File: src/assert_macros.svh
// assertion helpers shared by the rtl
`ifndef ASSERT_MACROS_SVH
`define ASSERT_MACROS_SVH
`ifndef ASSERT_OFF
`define ASSERT_AT(lbl, clk, rstn, prop) \
    lbl: assert property (@(posedge clk) disable iff (!rstn) prop) else $error("check failed");
`define ASSERT_NEXT(lbl, clk, rstn, ante, cons) \
    lbl: assert property (@(posedge clk) disable iff (!rstn) (ante) |=> (cons)) else $error("check failed");
`else
`define ASSERT_AT(lbl, clk, rstn, prop)
`define ASSERT_NEXT(lbl, clk, rstn, ante, cons)
`endif
`endif

File: src/d2q9_pkg.sv
package d2q9_pkg;

    localparam int WORD_W        = 20;
    localparam int NPOP          = 9;
    localparam int RATE_W        = 17;
    localparam int RATE_FRAC     = 16;
    localparam logic [RATE_W-1:0] RATE_RESET = 17'd113620;
    localparam int FRAC_BITS_DEF = 16;
    localparam int SUM_W         = 24;
    localparam int JW            = 24;
    localparam int UU_W          = 2 * WORD_W;
    localparam int DIV_LAT       = WORD_W + 2;
    localparam int LANE_LAT      = 9;

    // lattice directions and weight shifts (weights 16, 4, 1 in units of 1/36)
    localparam int DIR_X [NPOP] = '{0, 1, 0, -1, 0, 1, -1, -1, 1};
    localparam int DIR_Y [NPOP] = '{0, 0, 1, 0, -1, 1, 1, -1, -1};
    localparam int WT_SH [NPOP] = '{4, 2, 2, 2, 2, 0, 0, 0, 0};

    typedef logic signed [WORD_W-1:0] word_t;

    typedef struct packed {
        word_t [NPOP-1:0] post;
        word_t            density;
        word_t            vel_x;
        word_t            vel_y;
    } out_item_t;

    typedef struct packed {
        logic push;
        logic take;
    } obuf_ctl_t;

    typedef struct packed {
        logic full;
        logic avail;
    } obuf_sts_t;

    // clamp to the signed word range
    function automatic word_t sat_word(input logic signed [63:0] v);
        logic signed [63:0] hi;
        logic signed [63:0] lo;
        hi = (64'sd1 <<< (WORD_W - 1)) - 64'sd1;
        lo = -(64'sd1 <<< (WORD_W - 1));
        if (v > hi)
            return hi[WORD_W-1:0];
        else if (v < lo)
            return lo[WORD_W-1:0];
        else
            return v[WORD_W-1:0];
    endfunction

endpackage

File: src/d2q9_div.sv
module d2q9_div #(
    parameter int FRAC_BITS = d2q9_pkg::FRAC_BITS_DEF
) (
    input  logic                         clk,
    input  logic                         en,
    input  logic signed [d2q9_pkg::JW-1:0] mom,
    input  d2q9_pkg::word_t              rho,
    output d2q9_pkg::word_t              vel
);
    import d2q9_pkg::*;

    localparam int QW   = WORD_W;
    localparam int NW   = JW + FRAC_BITS + 2;
    localparam int MW   = NW - 1;
    localparam int REMW = 2 * WORD_W;
    localparam int CW   = (MW > REMW + 1) ? MW : REMW + 1;

    logic signed [NW-1:0] n_c;
    logic                 neg_c;
    logic [MW-1:0]        mag_c;
    logic [WORD_W-1:0]    dv_c;
    logic                 ovf_c;
    logic                 pos_c;

    logic [REMW-1:0]   rem_reg [0:QW];
    logic [WORD_W-1:0] d_reg   [0:QW];
    logic [QW-1:0]     q_reg   [0:QW];
    logic              neg_reg [0:QW];
    logic              ovf_reg [0:QW];
    logic              pos_reg [0:QW];
    word_t             vel_reg;
    word_t             vel_next;
    logic              big_c;

    // numerator 2*mom*one + rho, folded to a non-negative magnitude
    always_comb
    begin
        n_c   = (NW'(mom) <<< (FRAC_BITS + 1)) + NW'(rho);
        neg_c = n_c[NW-1];
        mag_c = neg_c ? ~n_c[MW-1:0] : n_c[MW-1:0];
        dv_c  = {rho[WORD_W-2:0], 1'b0};
        ovf_c = CW'(mag_c) >= (CW'(dv_c) << QW);
        pos_c = !rho[WORD_W-1] && (rho != '0);
    end

    // setup stage
    always_ff @(posedge clk)
    begin
        if (en)
        begin
            rem_reg[0] <= REMW'(mag_c);
            d_reg[0]   <= dv_c;
            q_reg[0]   <= '0;
            neg_reg[0] <= neg_c;
            ovf_reg[0] <= ovf_c;
            pos_reg[0] <= pos_c;
        end
    end

    // one quotient bit per stage, most significant first
    for (genvar s = 1; s <= QW; s++)
    begin : g_stage
        logic [REMW-1:0] trial;
        always_comb
            trial = REMW'(d_reg[s-1]) << (QW - s);
        always_ff @(posedge clk)
        begin
            if (en)
            begin
                if (rem_reg[s-1] >= trial)
                begin
                    rem_reg[s] <= rem_reg[s-1] - trial;
                    q_reg[s]   <= q_reg[s-1] | (QW'(1) << (QW - s));
                end
                else
                begin
                    rem_reg[s] <= rem_reg[s-1];
                    q_reg[s]   <= q_reg[s-1];
                end
                d_reg[s]   <= d_reg[s-1];
                neg_reg[s] <= neg_reg[s-1];
                ovf_reg[s] <= ovf_reg[s-1];
                pos_reg[s] <= pos_reg[s-1];
            end
        end
    end

    // unfold the sign and saturate, zero when the density is not positive
    always_comb
    begin
        big_c = ovf_reg[QW] || q_reg[QW][QW-1];
        if (!pos_reg[QW])
            vel_next = '0;
        else if (big_c)
            vel_next = neg_reg[QW] ? {1'b1, {(WORD_W-1){1'b0}}} : {1'b0, {(WORD_W-1){1'b1}}};
        else if (neg_reg[QW])
            vel_next = ~{1'b0, q_reg[QW][QW-2:0]};
        else
            vel_next = {1'b0, q_reg[QW][QW-2:0]};
    end

    always_ff @(posedge clk)
    begin
        if (en)
            vel_reg <= vel_next;
    end

    assign vel = vel_reg;
endmodule

File: config.mk
export PLATFORM = sky130hd
export DESIGN_NAME = d2q9_div
export DESIGN_NICKNAME = d
export VERILOG_FILES = /design/src/assert_macros.svh /design/src/d2q9_pkg.sv /design/src/d2q9_div.sv
export SDC_FILE = /design/constraint.sdc
export NUM_CORES = 2
export LEC_CHECK = 0
export BUFFER_PORTS_ARGS = -buffer_cell sky130_fd_sc_hd__buf_2
export CAP_MARGIN = 20
export CORE_MARGIN = 5
export CORE_UTILIZATION = 40
export DETAILED_ROUTE_END_ITERATION = 16
export PLACE_DENSITY = 0.68
export SLEW_MARGIN = 30
export SYNTH_ARGS = -nofsm -noshare
export SYNTH_HDL_FRONTEND = slang
export SYNTH_SLANG_ARGS = --single-unit
File: constraint.sdc
create_clock -name clk -period 5.2 [get_ports clk]
set_input_delay 1.04 -clock clk [delete_from_list [all_inputs] [get_ports clk]]
set_output_delay 1.04 -clock clk [all_outputs]
set_load 0.01 [all_outputs]
Yosys cells after proc, flatten, opt, wreduce, memory -nomap -nowiden
Memory sizes are Yosys's and may differ from the RTL's.
Index checks and enable logic that the tools add are counted.

cells by class
  $add $sub $neg = 21
  magnitude comparators = 21
  multiplexer cells = 166
  bitwise gates (word level) = 42
  reduce and logical (&&, ||, !) cells = 4

operators with widths
  kind                                          count
  two-way mux 40 bit                            20
  two-way mux 20 bit                            23
  two-way mux 1 bit                             122
  adder 41 x 20 -> 42 bit                       1
  greater-or-equal comparator 41 x 40 -> 1 bit  1
  two-way mux 41 bit                            1
  inverter 41 bit                               1
  greater-or-equal comparator 40 x 20 -> 1 bit  1
  greater-or-equal comparator 40 x 21 -> 1 bit  1
  greater-or-equal comparator 40 x 22 -> 1 bit  1
  greater-or-equal comparator 40 x 23 -> 1 bit  1
  greater-or-equal comparator 40 x 24 -> 1 bit  1
  greater-or-equal comparator 40 x 25 -> 1 bit  1
  greater-or-equal comparator 40 x 26 -> 1 bit  1
  greater-or-equal comparator 40 x 27 -> 1 bit  1
  greater-or-equal comparator 40 x 28 -> 1 bit  1
  greater-or-equal comparator 40 x 29 -> 1 bit  1
  greater-or-equal comparator 40 x 30 -> 1 bit  1
  greater-or-equal comparator 40 x 31 -> 1 bit  1
  greater-or-equal comparator 40 x 32 -> 1 bit  1
  greater-or-equal comparator 40 x 33 -> 1 bit  1
  greater-or-equal comparator 40 x 34 -> 1 bit  1
  greater-or-equal comparator 40 x 35 -> 1 bit  1
  greater-or-equal comparator 40 x 36 -> 1 bit  1
  29 further kinds                              68

word-level totals
  register bits = 20
  memory bits (writable) = 1,743
  input bits = 46
  output and inout port bits = 20
  logic and storage cells = 261
  memories = 6

memory list
  name     words  bits a word  read ports  clocked after memory_dff  wr ports  line            text
  rem_reg  21     40           20          0                         21        d2q9_div.sv:25  logic [REMW-1:0] rem_reg [0:QW];
  d_reg    21     20           20          0                         21        d2q9_div.sv:26  logic [WORD_W-1:0] d_reg [0:QW];
  q_reg    21     20           21          0                         21        d2q9_div.sv:27  logic [QW-1:0] q_reg [0:QW];
  neg_reg  21     1            21          0                         21        d2q9_div.sv:28  logic neg_reg [0:QW];
  ovf_reg  21     1            21          0                         21        d2q9_div.sv:29  logic ovf_reg [0:QW];
  pos_reg  21     1            21          0                         21        d2q9_div.sv:30  logic pos_reg [0:QW];

Logic depth before layout (Yosys ltp)
An unclocked memory read counts as a cell.

  word-level depth = 6
  gate-level depth with buffers = 23
  mapped depth without buffers = 22

Worst setup path before layout
OpenSTA, ideal clock, no wires.

  path kind = in2reg
  start = in mom[0] in the netlist's numbering
  end = mem ovf_reg[0][0], data pin
  setup time = 0.267 ns
  arrival time = 4.884 ns
  data required time = 4.933 ns
  path slack = 0.049 ns
  stages on the path = 23
  path buffers = 1
  cells stage by stage = ha_1 -> fa_1 -> a21oi_1 -> o21ai_0 -> a31oi_1 -> o2bb2ai_1 -> a221o_1 -> and2_1 -> nand3_1 -> o211ai_1 -> buf_4 -> xnor2_1 -> ha_1 -> nor2b_1 -> o21ai_0 -> nand2b_1 -> a21oi_1 -> nor2_1 -> a211oi_1 -> o21a_1 -> o211ai_1 -> a31oi_1 -> o211ai_1

RTL lines
  element          line            text
  start, declared  d2q9_div.sv:6   input logic signed [d2q9_pkg::JW-1:0] mom,
  end, declared    d2q9_div.sv:29

==> reports/results.txt <==
In this run, flip-flops and latches consume 42.5% of the power. Met2 wirelength from detailed routing: 80,200 um. Summed over all cells, the static leakage comes to 31.2 nW. A synthesized cell averages 12.3 sq um. For this block, wires on met1 add up to 58,300 um. Synthesis handed over a netlist of 6,010 instances.

The run finished with clean final reports. The placed wire-length estimate after detailed placement came out at 112,000 um. Sequential elements use 60.0% of the synthesized area.

In this run the count of I/O pins placed on the die edge is 66. For this block, the routed nets add up to 150,000 um of wire. The tool flagged a number of max-cap violations equal to 0.

The run gives 6,499 as the number of nets in the synthesized netlist. The pin count of the biggest net entering global routing was 174. Number of distinct library cells after synthesis: 93. The leading register cell type out of synthesis was edfxtp_1. For the count of TritonRoute iterations in the first routing pass, the log shows 8. For the number of sinks handled by clock tree synthesis, the log shows 1,473. Type of the tightest min-delay check: flop to flop.

The start-to-end type of the worst setup path was input port to flop. For the final database, setup skew stands at 29.8 ps. VDD sags by at most 0.312 mV. The share of flip-flops with an asynchronous set or reset after synthesis came out at 0%. Setup repair after global routing left no endpoint under its margin. After layout, the worst setup slack is 361 ps. In this run the tool buffered the top-level ports with 65 buffer cells. The signed area change from the synthesized netlist to the final layout was 11.9%; the clock share of power was 25.0%. The number of vias per cell after detailed routing came out at 5.21. Summed over all instances, the cell type with the most area after synthesis is edfxtp_1. After synthesis the netlist holds a flip-flop and latch count of 1,473.

For the number of gates resized after cts, the log shows 0. The logs give 46,200 for the number of global-route vias before repair and 0 for the number of nets with antenna violations after routing. TritonCTS built the clock tree. Clock slew at the register clock pins of the worst setup and hold paths: 60 ps.

The routed design could run at a clock period as short as 4840 ps. In this run the cell area of the synthesized design comes to 73,700 sq um. From left edge to right edge, the die measures 439 um. Of the cells placed in the final design, the portion with a size suffix greater than 1 is 8.43%.

The number of antenna violations at the first check in global routing was 2; the maximum fanout encountered on the critical timing path was 13. The logs give 183,000 sq um for the core outline area and 0 for the total grt overflow. The count of cells in the finished layout, fillers not included, comes to 8,804. Number of flip-flops in the largest register: 800.

The run gives 4 as the H-tree depth. The final count of negative-setup-slack endpoints is 0, and the area share of the leading cell type in the synthesized netlist is 60.0%. The average wire per cell in the routed design works out to 17.0 um. The worst setup path is launched from an input port. The layout has 16,500 filler cells. Across every metal layer, demand over resource in global routing totals 15.3%.

The tools report the total number of yosys warnings as 0. For this configuration, the core starts out at a cell density of 40.2%. In the detailed route, the total length drawn on met3 is 4850 um. The post-CTS setup buffer count is 0. The floorplan step defined a die boundary enclosing 193,000 sq um.

The tools report the number of max-slew violations in the final report as 0. The logs give 0 for the number of failing hold endpoints at the final stage and 29.7% for the remaining max-slew budget at the tightest pin. Dividing total power by cell area gives a power density of 510 nW/um^2. Dividing the final minimum period by the clock period gives 93.1%. The tools report the switching power of the nets as 13.6 mW. Timing analysis after detailed placement gives a worst setup slack of -433 ps.

The critical path data required time was 5710 ps; the later-pin clock latency in the skew report was 780 ps. The via total after detailed routing is 45,800, and the initial DRC count is 2,755. The critical path capture point type is a flop. The root buffer cell chosen for the clock tree is clkbuf_16. By count the netlist is led by edfxtp_1, inv_1, ha_1.

For the global-route wire length before repair, the log shows 239,000 um. For the worst setup path, the data arrival time is 5350 ps. Buffers inserted to repair hold after CTS numbered 0. For the pin with the worst max-slew slack, the measured transition is 1050 ps.

Buffers inserted during clock tree synthesis total 151. At the end of routability-driven placement, the weighted congestion stood at 0.884. The floorplan step set the die height to 439 um.

Derived from the worst setup path, the maximum achievable clock frequency is 0.207 GHz. For the DRC violation count after routing, the log shows 0. The cell count after placement came out at 8,534.

The worst-case clock buffer depth was 3. The cell with the most instances after synthesis was edfxtp_1. The final layout contains 6,712 nets.

The internal portion of the total power is 28.5 mW. In this run, synthesis inferred 1,473 flip-flops with an integrated enable. In the post-synthesis netlist, the biggest area contributors are edfxtp_1, ha_1, xnor2_1, xor2_1, o21ai_0.

The floorplan row count came out at 157. The detailed router used layers up to and including met5. The fraction of power consumed by combinational cells came out at 32.5%. The switching portion of total power came out at 32.3%.
[metrics by stage]
stage	util [%]	hold slack [ps]	setup TNS [ps]	power [mW]	cell area, sq um
finish	45.0	401	0	42.1	82500
global placement	42.4	401	-515	31.2	77700
floorplan	-	400	0	28.0	73700
CTS	45.0	396	0	42.3	82500
global route	45.0	412	0	44.7	82500
detailed placement	42.4	405	-433	31.7	77700
[kinds of logic (layout without fill, tap and decap cells)]
group,Yosys count,in the layout,synth area share [%]
and+or+nand+nor,1586,1586,11.0
other,0,2,0
adders and majority gates,443,443,7.72
muxes,64,64,0.964
buffers and inverters,627,955,3.24
AOI/OAI and AO/OA,1296,1296,10.9
xor gates and xnor gates,521,521,6.19
DFF,1473,1473,60.0
[metal layers]
layer / up-vias / track usage [%]
met3: 350 / 2.38
met2: 851 / 29.4
met1: 22000 / 16.6
li1: 22600 / -
met5: - / 0
met4: 2 / 6.64
[critical path, cell delays in order]
cell       delay [ps]
buf_2             130
ha_1              210
fa_1              390
a21oi_1           190
o21ai_0           150
a31oi_1           230
buf_4             150
o2bb2ai_1         100
a221o_1           320
and2_1            170
nand3_1           110
o211ai_1          170
buf_4             250
buf_4             180
xnor2_1           240
ha_1              300
a21o_1            190
a21o_1            170
a21oi_1           140
o21a_1            140
o211ai_1           80
a31oi_1           190
o211ai_1          100
[power by group through the flow]
stage	Clock (mW)	Sequential (mW)	Combinational (mW)
floorplan	0	17.5	10.6
CTS	10.8	17.9	13.7
finish	10.5	17.9	13.7
global route	11.3	18.1	15.3
detailed placement	0	18.1	13.6
global placement	0	18.0	13.2
[layout make-up]
class / instances / area (sq um) / share of cell area (%)
clock buffers: 178 / 3970 / 4.81
clock inverters: 90 / 821 / 0.995
flip-flops and latches: 1473 / 44200 / 53.6
repair buffers: 177 / 1270 / 1.54
well taps: 2464 / 3080 / 3.74
diodes: 2 / 5.00 / 0.00607
inverters: 510 / 1920 / 2.32
multi-input cells: 3910 / 27200 / 33.0
[worst paths after layout]
| path | startpoint | to | slack, ps | cells after the start |
|---|---|---|---|---|
| setup / recovery | rho[17] | ovf_reg[0][0] | 360 | 23 |
| hold / removal | q_reg[2][26] | q_reg[2][46] | 400 | 0 |
| setup reg to reg | rem_reg[10][12] | rem_reg[11][39] | 1050 | 12 |
| hold reg to reg | q_reg[2][26] | q_reg[2][46] | 400 | 0 |
[placed cells by master (no fill, tap or decap), types with 80 or more instances in the layout]
master | netlist | layout
inv_1 | 509 | 509
edfxtp_1 | 1473 | 1473
xor2_1 | 226 | 226
nor4_1 | 91 | 90
nand2_1 | 418 | 418
clkbuf_16 | 0 | 155
nand2b_1 | 101 | 101
nand3_1 | 80 | 80
a21o_1 | 159 | 159
buf_4 | 3 | 105
ha_1 | 423 | 423
nor2_1 | 347 | 347
xnor2_1 | 295 | 295
nor3_1 | 111 | 111
o21ai_0 | 389 | 389
a21oi_1 | 370 | 370
Power figures use the tool's default switching activity.
