[config.mk]
export PLATFORM = sky130hd
export DESIGN_NAME = d2q9_obuf
export DESIGN_NICKNAME = d
export VERILOG_FILES = /design/src/assert_macros.svh /design/src/d2q9_pkg.sv /design/src/d2q9_obuf.sv
export SDC_FILE = /design/constraint.sdc
export NUM_CORES = 1
export LEC_CHECK = 0
export BUFFER_PORTS_ARGS = -buffer_cell sky130_fd_sc_hd__buf_2
export CAP_MARGIN = 0
export CORE_MARGIN = 5
export CORE_UTILIZATION = 47
export DETAILED_ROUTE_END_ITERATION = 7
export MAX_ROUTING_LAYER = met4
export PLACE_DENSITY = 0.79
export REMOVE_ABC_BUFFERS = 1
export SLEW_MARGIN = 20
export SYNTH_ARGS = -nofsm -noshare
export SYNTH_HDL_FRONTEND = slang
export SYNTH_SLANG_ARGS = --single-unit
[constraint.sdc]
create_clock -name clk -period 6.64 [get_ports clk]
set_clock_uncertainty 0.05 [all_clocks]
set_input_delay 1.328 -clock clk [delete_from_list [all_inputs] [get_ports clk]]
set_output_delay 1.328 -clock clk [all_outputs]
set_load 0.02 [all_outputs]
[src/assert_macros.svh]
// assertion helpers shared by the rtl
`ifndef ASSERT_MACROS_SVH
`define ASSERT_MACROS_SVH
`ifndef ASSERT_OFF
`define ASSERT_AT(lbl, clk, rstn, prop) \
    lbl: assert property (@(posedge clk) disable iff (!rstn) prop) else $error("check failed");
`define ASSERT_NEXT(lbl, clk, rstn, ante, cons) \
    lbl: assert property (@(posedge clk) disable iff (!rstn) (ante) |=> (cons)) else $error("check failed");
`else
`define ASSERT_AT(lbl, clk, rstn, prop)
`define ASSERT_NEXT(lbl, clk, rstn, ante, cons)
`endif
`endif

[src/d2q9_pkg.sv]
package d2q9_pkg;

    localparam int WORD_W        = 20;
    localparam int NPOP          = 9;
    localparam int RATE_W        = 17;
    localparam int RATE_FRAC     = 16;
    localparam logic [RATE_W-1:0] RATE_RESET = 17'd113620;
    localparam int FRAC_BITS_DEF = 16;
    localparam int SUM_W         = 24;
    localparam int JW            = 24;
    localparam int UU_W          = 2 * WORD_W;
    localparam int DIV_LAT       = WORD_W + 2;
    localparam int LANE_LAT      = 9;

    // lattice directions and weight shifts (weights 16, 4, 1 in units of 1/36)
    localparam int DIR_X [NPOP] = '{0, 1, 0, -1, 0, 1, -1, -1, 1};
    localparam int DIR_Y [NPOP] = '{0, 0, 1, 0, -1, 1, 1, -1, -1};
    localparam int WT_SH [NPOP] = '{4, 2, 2, 2, 2, 0, 0, 0, 0};

    typedef logic signed [WORD_W-1:0] word_t;

    typedef struct packed {
        word_t [NPOP-1:0] post;
        word_t            density;
        word_t            vel_x;
        word_t            vel_y;
    } out_item_t;

    typedef struct packed {
        logic push;
        logic take;
    } obuf_ctl_t;

    typedef struct packed {
        logic full;
        logic avail;
    } obuf_sts_t;

    // clamp to the signed word range
    function automatic word_t sat_word(input logic signed [63:0] v);
        logic signed [63:0] hi;
        logic signed [63:0] lo;
        hi = (64'sd1 <<< (WORD_W - 1)) - 64'sd1;
        lo = -(64'sd1 <<< (WORD_W - 1));
        if (v > hi)
            return hi[WORD_W-1:0];
        else if (v < lo)
            return lo[WORD_W-1:0];
        else
            return v[WORD_W-1:0];
    endfunction

endpackage

[src/d2q9_obuf.sv]
module d2q9_obuf (
    input  logic                  clk,
    input  logic                  rst_n,
    input  d2q9_pkg::obuf_ctl_t   ctl,
    input  d2q9_pkg::out_item_t   din,
    output d2q9_pkg::out_item_t   dout,
    output d2q9_pkg::obuf_sts_t   sts
);
    import d2q9_pkg::*;

    logic [1:0] cnt_reg, cnt_next;
    out_item_t  e0_reg, e1_reg;

    // occupancy of the two-entry output stage
    always_comb
    begin
        cnt_next = cnt_reg;
        if (ctl.push && !ctl.take)
            cnt_next = cnt_reg + 2'd1;
        else if (ctl.take && !ctl.push)
            cnt_next = cnt_reg - 2'd1;
    end

    always_ff @(posedge clk or negedge rst_n)
    begin
        if (!rst_n)
            cnt_reg <= 2'd0;
        else
            cnt_reg <= cnt_next;
    end

    // load pushed items into the head entry or the spare entry
    always_ff @(posedge clk)
    begin
        if (ctl.take)
            e0_reg <= (ctl.push && cnt_reg == 2'd1) ? din : e1_reg;
        else if (ctl.push && cnt_reg == 2'd0)
            e0_reg <= din;
        if (ctl.push && ((cnt_reg == 2'd1 && !ctl.take) || (cnt_reg == 2'd2)))
            e1_reg <= din;
    end

    assign dout      = e0_reg;
    assign sts.full  = cnt_reg == 2'd2;
    assign sts.avail = cnt_reg != 2'd0;
endmodule

# Word-level counts from Yosys, hierarchy flattened
# Index checks and enable logic that the tools add are counted.
# classes
n_reduce_logical	13
n_eq_ne	2
muxes	5
addsub	2
# ops
cell	count
two-way mux 240 bit	3
logical AND 1 bit	6
nonzero test 2 bit	3
two-way mux 2 bit	2
adder 2 x 1 -> 2 bit (second input constant)	1
== test 2 x 1 -> 1 bit (second input constant)	1
== test 2 bit (second input constant)	1
zero test 1 bit	2
zero test 2 bit	1
subtractor 2 x 1 -> 2 bit (second input constant)	1
logical OR 1 bit	1
# word_totals
regBits	482
elab_cells	47
output_inout_bits	242

# Logic depth before layout (Yosys ltp)
# Gate-level depths: netlist (run 1).
# logic_depth
word_depth	4
mapped_depth	6
depth_no_buf	4

# Worst setup path after synthesis (run 1)
# Ideal clock, no wire load.
# synth_timing
path_kind	in2reg
from	in ctl[0] (netlist bit)
to	reg e1_reg[0] (netlist bit), enable pin
t_required_ns	5.967
setup_ns	0.623
arrival_time_ns	6.742
path_slack_ns	-0.775
path_stages	2
cell_sequence	nor2b_1 > o21a_1
# synth_via
elab_chain_len	4
# synth_rtl
item	line	text
start: declaration	d2q9_obuf.sv:4	input d2q9_pkg::obuf_ctl_t ctl,
zero test 1 bit	d2q9_obuf.sv:39	if (ctl.push && ((cnt_reg == 2'd1 && !ctl.take) || (cnt_reg == 2'd2)))
logical AND 1 bit	d2q9_obuf.sv:39	
logical OR 1 bit	d2q9_obuf.sv:39	
logical AND 1 bit	d2q9_obuf.sv:39	
end signal: assignment	d2q9_obuf.sv:40	e1_reg <= din;
end: declaration	d2q9_obuf.sv:12	out_item_t e0_reg, e1_reg;
# No other way between the ends.
# A chain may end at the register's enable or synchronous reset.

# Worst setup path after layout (run 1)
# layout_timing
from	in ctl[0] (netlist bit)
to	reg e1_reg[81] (netlist bit), enable pin
# Same word-level chain as after synthesis.

==> results of run 1 <==
==> worst max path at each step <==
stage	start	to	slack (ns)	cells after the start
after floorplan	ctl[0]	e1_reg[0]	-0.77	2
after global placement	ctl[0]	e1_reg[90]	3.17	4
after detailed placement	ctl[0]	e1_reg[36]	3.17	4
after CTS	cnt_reg[0]	sts[0]	3.75	4
after global routing	ctl[0]	e1_reg[40]	3.68	4
final	ctl[0]	e1_reg[81]	3.74	4
==> layout by cell type, fill, tap and decap left out <==
| cell | instances |
|---|---|
| buf_2 | 485 |
| clkinv_1 | 11 |
| xnor2_1 | 1 |
| edfxtp_1 | 480 |
| clkinv_4 | 1 |
| inv_1 | 4 |
| clkbuf_1 | 12 |
| xor2_1 | 1 |
| nand2_4 | 1 |
| a21boi_4 | 1 |
| inv_6 | 1 |
| ha_1 | 4 |
| mux2_2 | 40 |
| buf_4 | 3 |
| dfrtp_1 | 2 |
| clkinv_2 | 5 |
| bufinv_16 | 1 |
| nor2b_1 | 1 |
| o21ai_0 | 1 |
| buf_12 | 4 |
| mux2_1 | 200 |
| nand2_1 | 2 |
| o21a_4 | 1 |
| clkbuf_16 | 49 |
| diode_2 | 10 |
==> synthesized netlist by cell type, drive strengths merged <==
cell and instances:
xor2 1, buf 26, dfrtp 2, mux2 240, nand2 3, inv 4, ha 4, edfxtp 480
nor2b 1, a21boi 1, xnor2 1, o21a 1, o21ai 1
==> layer usage <==
layer | GRT usage [%] | vias to the layer above | wire length (µm)
met4 | 6.62 | 0 | 1120
met1 | 21.9 | 4536 | 14600
met5 | - | - | 0
met2 | 30.5 | 372 | 19600
met3 | 6.25 | 67 | 3700
li1 | - | 4108 | -
==> cell type report <==
cell class              instances  area [µm²]  share of cell area, %
clock inverters                19         114                  0.521
inverters                       4        15.0                 0.0688
clock buffers                  61        1270                   5.82
diodes                         10        25.0                  0.115
repair buffers                492        2530                   11.6
well taps                     468         586                   2.68
flip-flops and latches        482       14500                   66.2
multi-input cells             253        2830                   13.0
==> worst register-to-register path, stage by stage (launching register included) <==
cell and delay [ns]:
dfrtp_1 0.40, inv_1 0.09, ha_1 0.21, nor2b_1 0.18, o21a_4 0.70, buf_12 0.50
==> kinds of logic (layout without fill, tap and decap cells) <==
| group | count (synthesis) | after routing | synth area share (%) |
|---|---|---|---|
| buffers and inverters | 30 | 576 | 1.65 |
| XOR/XNOR | 2 | 2 | 0.0997 |
| adder cells (fa/ha/maj) | 4 | 4 | 0.285 |
| AO/OA/AOI/OAI | 3 | 3 | 0.178 |
| flip-flops | 482 | 482 | 82.3 |
| AND/OR/NAND/NOR | 4 | 4 | 0.0997 |
| multiplexers | 240 | 240 | 15.4 |
| other | 0 | 10 | 0 |
==> power by group <==
| group | leakage (nW) | switching (mW) | internal, mW |
|---|---|---|---|
| Sequential | 4.62 | 0.173 | 4.20 |
| Clock | 0.678 | 1.06 | 1.38 |
| Combinational | 3.00 | 1.13 | 0.529 |
| Total | 8.29 | 2.36 | 6.11 |
==> impl_metrics.toml, run 1 <==
[clocking]
cts-buffers-inserted = 48
clock_latency_ns = 0.55
hold_buffers = 0
cts_resized = 0
cts_max_level = 2
cts_tree = "done"
cts.root.buffer_cell = "clkbuf_16"
cts_num_sinks = 482
postCtsSetupRepairBufs = 0
cts.clk_slew.worst_paths_ns = 0.06
clk_path_buf_depth = 3

[yosys]
netlist_top_cells_area = "edfxtp_1, mux2_1, mux2_2"
synth_top_area_share_pct = 82.0
syn_inst = 765
ys_seq_elements = 482
syn_area_per_cell_um2 = 23.0
yosysSeqAreaShare_pct = 82.3
netlist_area_um2 = 17600
synthDistinctLibCells = 16
yosysTopAreaCell = "edfxtp_1"
yosys_warnings = 0

[place]
place_inst = 1699
dpl.hpwl_um = 26700
dpl_cell_area_um2 = 20400
place.port_buffers = 485
place_ws_ns = 3.17
place_congestion = 0.804

[routing]
drc_errors = 0
final_antenna_net_count = 0
first_pass_iters = 4
wl_um = 39100
drt-initial-drc-count = 518
vias_per_cell = 5.08
wire_per_inst_um = 21.8
vias = 9083

[power]
p_leak_nw = 8.29
p_per_area_nw_per_um2 = 388
ir_drop_mv = 0.415
finalPower_mw = 8.47

[worst_setup_path]
startpoint_type = "input port"
r2r_end = "e1_reg[81]"
required_ns = 6.77
path_delay_family = "compound AO/OA/AOI/OAI gates"
timing.rr.start = "cnt_reg[1]"
path_cells = "buf_2 > nor2b_1 > o21a_4 > buf_12"
arrival_ns = 3.03
endpoint_kind = "flop"
reg2reg_depth = 5
path_max_fanout = 116
r2r_setup_slack_ns = 3.89
max_stage_delay_ns = 0.70
worstSetupPathType = "input port to flop"
cpMaxStageDelayCell = "o21a_4"
cp_num_buf_inv = 2

[cells_and_area]
fillCellCount = 2656
layoutNonFillerInstCount = 1789
fin_nets = 1529
synthToLayoutAreaGrowth_pct = 24.3
final_cell_area_um2 = 21800
post-route-util_pct = 59.4
drive_gt1_share_pct = 45.2

[grt]
grt_pass1_wl_um = 57600
grt.total_usage_pct = 18.7
grt_max_degree = 133
antenna_found_initial = 10
grt-ovfl-total = 0
grt_pass1_vias = 9707

[sta]
finalCriticalPeriod_ns = 2.90
post-route-period-util_pct = 43.7
finalSetupViolations = 0
slew_violations = 0
clock.fmax_mhz = 345
final_hold_viol_count = 0
timing.hold.ws_ns = 0.452
relSlewSlack_pct = 37.8
worst_pin_slew_ns = 0.933
rsz0062_at_grt = "no"
layout_setup_ws_ns = 3.74
finalSetupTns_ns = 0

[outcome]
status = "completed"

[floorplan]
initial_core_util_pct = 47.8
design.die.area_um2 = 41400
rows = 70
core_area_um2 = 36800
io_pins = 486
die_w_um = 203
die_y_um = 203

[hold_path]
hp-start = "cnt_reg[0]"
min_path_cells = 1
worstHoldPathType = "flop to flop"
min_to = "cnt_reg[0]"

[job]
maxCapViolations = 0
Note: power is estimated with default switching activity, not from simulation.
==> run 2: changes to the inputs <==
- CORE_UTILIZATION: 47 -> 50
- PLACE_DENSITY: 0.79 -> 0.8
- clock period: 6.64 -> 2.8 ns (I/O delays scaled with it)
==> impl_metrics.toml, run 2 (same netlist as run 1, synthesis figures left out) <==
[outcome]
status = "completed"

[floorplan]
initial_core_util_pct = 50.7
io_pins = 486
design.die.area_um2 = 39000
core_area_um2 = 34600
die_w_um = 197
rows = 68
die_y_um = 197

[place]
place.port_buffers = 485
place_ws_ns = 0.615
dpl_cell_area_um2 = 20700
place_congestion = 0.835
place_inst = 1709
dpl.hpwl_um = 28100

[power]
ir_drop_mv = 0.731
finalPower_mw = 21.2
p_per_area_nw_per_um2 = 946
p_leak_nw = 8.57

[job]
maxCapViolations = 0

[routing]
wire_per_inst_um = 21.9
first_pass_iters = 5
vias = 9199
wl_um = 39700
vias_per_cell = 5.09
drt-initial-drc-count = 542
final_antenna_net_count = 0
drc_errors = 0

[grt]
grt.total_usage_pct = 20.4
grt_max_degree = 71
grt_pass1_wl_um = 58900
grt_use_met3_pct = 5.99
antenna_found_initial = 11
grt_pass1_vias = 9957
use_met1_pct = 24.1
busiest_layer = "met2"
use_met2_pct = 33.4
grt-ovfl-total = 0

[worst_setup_path]
path_cells = "ha_1 > a21boi_4 > buf_12 > buf_12 > mux2_1"
max_stage_delay_ns = 0.41
cpMaxStageDelayCell = "dfrtp_1"
worstSetupPathType = "flop to flop"
crit_path_frequent_cell = "buf_12"
path_max_fanout = 70
endpoint_kind = "flop"
required_ns = 3.05
arrival_ns = 2.43
startpoint_type = "flop"

[hold_path]
worstHoldPathType = "input port to flop"

[sta]
post-route-period-util_pct = 77.9
finalSetupViolations = 0
finalCriticalPeriod_ns = 2.18
relSlewSlack_pct = 67.4
rsz0062_at_grt = "no"
worst_pin_slew_ns = 0.489
final_hold_viol_count = 0
timing.hold.ws_ns = 0.138
layout_setup_ws_ns = 0.620
clock.fmax_mhz = 459
slew_violations = 0
finalSetupTns_ns = 0

[clocking]
cts_resized = 0
cts-buffers-inserted = 48
cts_num_sinks = 482
clock_latency_ns = 0.55
cts.clk_slew.worst_paths_ns = 0.07
clk_path_buf_depth = 3
cts_max_level = 2
cts.root.buffer_cell = "clkbuf_16"
cts_tree = "done"

[cells_and_area]
synthToLayoutAreaGrowth_pct = 27.2
layoutNonFillerInstCount = 1808
final_cell_area_um2 = 22400
drive_gt1_share_pct = 46.8
layout_common_cells = "buf_2, edfxtp_1, mux2_1, clkbuf_16, mux2_2"
final_common_cell = "buf_2"
post-route-util_pct = 64.6
fin_nets = 1553
## run 2: changes by cell type in the layout (fill, tap and decap cells not counted), sizes merged
cell | previous run | this run
buf | 492 | 515
bufinv | 1 | 9
clkbuf | 61 | 60
clkinv | 17 | 13
clkinvlp | 0 | 1
diode | 10 | 11
dlygate4sd3 | 0 | 1
inv | 5 | 8
## run 2: routing by layer
| layer | share of wire (%) | vias to the layer above |
|---|---|---|
| li1 | - | 4175 |
| met1 | 37 | 4578 |
| met2 | 51 | 385 |
| met3 | 9.3 | 61 |
| met4 | 2.6 | 0 |
| met5 | 0 | - |
## run 2: what timing repair did
item                                    CTS  global route
buffers inserted                          0             0
hold buffers                              1             0
endpoints found under the setup margin    0             0
hold endpoints to repair                  2             0
## run 2: path summary, 6_finish.rpt
check,slack (ns),startpoint,to,cells past startpoint
worst min-delay path,0.14,din[159],e1_reg[159],1
min in group asynchronous,0.29,rst_n,cnt_reg[0],2
worst max-delay path,0.62,cnt_reg[0],dout[139],5
worst max register to register,0.62,cnt_reg[0],dout[139],5
worst min register to register,0.47,cnt_reg[0],cnt_reg[0],1
max in group asynchronous,2.32,rst_n,cnt_reg[1],2
## run 2: final cells by class
| class | instances | area [µm²] |
|---|---|---|
| inverter | 4 | 15.0 |
| clock buffer | 60 | 1270 |
| tap | 455 | 569 |
| antenna | 11 | 27.5 |
| fill | 2294 | 12300 |
| sequential | 482 | 14500 |
| multi-input combinational | 253 | 2830 |
| timing repair buffer | 516 | 2800 |
| clock inverter | 27 | 378 |
## run 2: critical path, delay by kind of cell (launching register included)
kind                       cells  cell delay (ns)
AOI/OAI and AO/OA              1             0.24
adders and majority gates      1             0.26
buffers and inverters          2             0.53
DFF                            1             0.41
muxes                          1             0.38
## run 2: power breakdown
group	leakage [nW]	internal, mW	total [mW]	switching, mW
sequential	4.62	9.93	10.3	0.403
combinational	3.14	1.42	4.15	2.73
clock	0.804	4.06	6.67	2.61
total	8.57	15.4	21.2	5.75
==> run 3: changes to the inputs <==
- CORE_UTILIZATION: 50 -> 47
- PLACE_DENSITY: 0.8 -> 0.79
- clock period: 2.8 -> 2 ns (I/O delays scaled with it)
==> impl_metrics.toml, run 3 (same netlist as run 1, synthesis figures left out) <==
[sta]
worst_pin_slew_ns = 0.237
finalCriticalPeriod_ns = 1.98
clock.fmax_mhz = 506
final_hold_viol_count = 0
finalSetupTns_ns = 0
rsz0062_at_grt = "yes"
timing.hold.ws_ns = 0.0553
post-route-period-util_pct = 98.8
slew_violations = 0
relSlewSlack_pct = 84.2
finalSetupViolations = 0

[power]
ir_drop_mv = 0.778
p_per_area_nw_per_um2 = 1200
finalPower_mw = 30.4
p_leak_nw = 9.86

[routing]
drc_errors = 0
vias_per_cell = 5.14
wire_per_inst_um = 23.8
first_pass_iters = 5
vias = 10762
drt-initial-drc-count = 738
final_antenna_net_count = 0
wl_um = 49900

[clocking]
clock_latency_ns = 0.56
cts_max_level = 2
cts_tree = "done"
cts-buffers-inserted = 48
clk_path_buf_depth = 3
cts.root.buffer_cell = "clkbuf_16"
cts.clk_slew.worst_paths_ns = 0.07
cts_num_sinks = 482

[cells_and_area]
final_common_cell = "buf_2"
fillCellCount = 2166
synthToLayoutAreaGrowth_pct = 44.2
drive_gt1_share_pct = 42.0
layout_common_cells = "buf_2, edfxtp_1, dlygate4sd3_1, mux2_1, clkbuf_16"
final_cell_area_um2 = 25300
multi_input_area_um2 = 2860
seq_area_um2 = 14500
fin_nets = 1833
layoutNonFillerInstCount = 2093

[worst_setup_path]
path_max_fanout = 10
cpMaxStageDelayCell = "dfrtp_1"
arrival_ns = 2.22
path_cells = "inv_1 > ha_2 > a21boi_4 > buf_8 > clkbuf_16 > clkbuf_16 > mux2_1"
endpoint_kind = "flop"
cp_num_buf_inv = 4
max_stage_delay_ns = 0.37
startpoint_type = "flop"
crit_path_frequent_cell = "clkbuf_16"
required_ns = 2.25
path_delay_family = "buffers and inverters"
worstSetupPathType = "flop to flop"

[grt]
grt_pass1_vias = 11809
grt.total_usage_pct = 23.4
grt_max_degree = 32
grt-ovfl-total = 0
antenna_found_initial = 5
grt_pass1_wl_um = 71900

[place]
place_inst = 1748
dpl.hpwl_um = 29400
place.port_buffers = 485
dpl_cell_area_um2 = 21100
place_congestion = 0.826

[floorplan]
die_w_um = 203
initial_core_util_pct = 47.8
io_pins = 486
rows = 70
design.die.area_um2 = 41400
core_area_um2 = 36800
die_y_um = 203

[job]
maxCapViolations = 0

[outcome]
status = "completed"

[hold_path]
worstHoldPathType = "input port to flop"
==> run 3: cell count changes in the layout (fill, tap and decap cells not counted), moves of 7 or more <==
cell           change
mux2_1            -16
clkbuf_16          +9
buf_4              +8
clkinv_1           +7
dlygate4sd3_1    +238
buf_12            +12
mux2_4             +7
mux2_2             +9
==> run 3: report_power, final <==
part           switching, mW  total [mW]  internal (mW)  leakage, nW
Combinational           4.28        7.18           2.90         4.52
Clock                   3.76        8.63           4.87        0.716
Sequential             0.690        14.6           13.9         4.62
Total                   8.73        30.4           21.7         9.86
==> run 3: per-layer routing <==
| layer | up-vias | wire length (µm) | GRT usage (%) |
|---|---|---|---|
| li1 | 4711 | - | - |
| met1 | 5288 | 17600 | 26.6 |
| met2 | 648 | 26200 | 40.8 |
| met3 | 115 | 4290 | 5.31 |
| met4 | 0 | 1760 | 8.55 |
| met5 | - | 0 | - |
==> run 3: final timing paths <==
| path | start | endpoint | slack (ns) | cells past startpoint |
|---|---|---|---|---|
| min in group asynchronous | rst_n | cnt_reg[0] | 0.15 | 2 |
| max in group asynchronous | rst_n | cnt_reg[1] | 1.65 | 2 |
| hold reg to reg | cnt_reg[0] | cnt_reg[0] | 0.47 | 1 |
| setup reg to reg | cnt_reg[1] | dout[140] | 0.02 | 7 |
| setup / recovery | cnt_reg[1] | dout[140] | 0.02 | 7 |
| hold / removal | din[153] | e1_reg[153] | 0.06 | 1 |
==> run 3: repair_timing <==
| action | 4_1_cts | 5_1_grt |
|---|---|---|
| gates cloned | 0 | 9 |
| gates resized for setup | 0 | 39 |
| hold buffers | 239 | 0 |
| hold endpoints to repair | 240 | 0 |
| endpoints found under the setup margin | 7 | 112 |
| pin swaps | 0 | 1 |
| buffers inserted | 4 | 3 |
==> run 3: worst reg2reg max path: cells and delay by family (launching register included) <==
family / cells / cell delay [ns]
compound gates: 1 / 0.17
fa+ha+maj: 1 / 0.19
buf+inv: 4 / 0.61
flops: 1 / 0.37
mux: 1 / 0.33
==> run 3: layout make-up <==
class | count | area share, %
Inverter | 4 | 0.0593
Timing Repair Buffer | 796 | 23.4
Sequential cell | 482 | 57.1
Antenna cell | 5 | 0.0494
Clock buffer | 58 | 4.97
Multi-Input combinational cell | 253 | 11.3
Clock inverter | 27 | 0.839
Tap cell | 468 | 2.31
==> run 3: through the flow <==
step	setup WS, ns	utilization (%)
6_report	0.0241	68.9
5_1_grt	-0.0256	68.9
4_1_cts	0.0144	67.9
3_5_place_dp	-0.0206	57.3
3_3_place_gp	0.0443	57.3
2_1_floorplan	-4.80	-
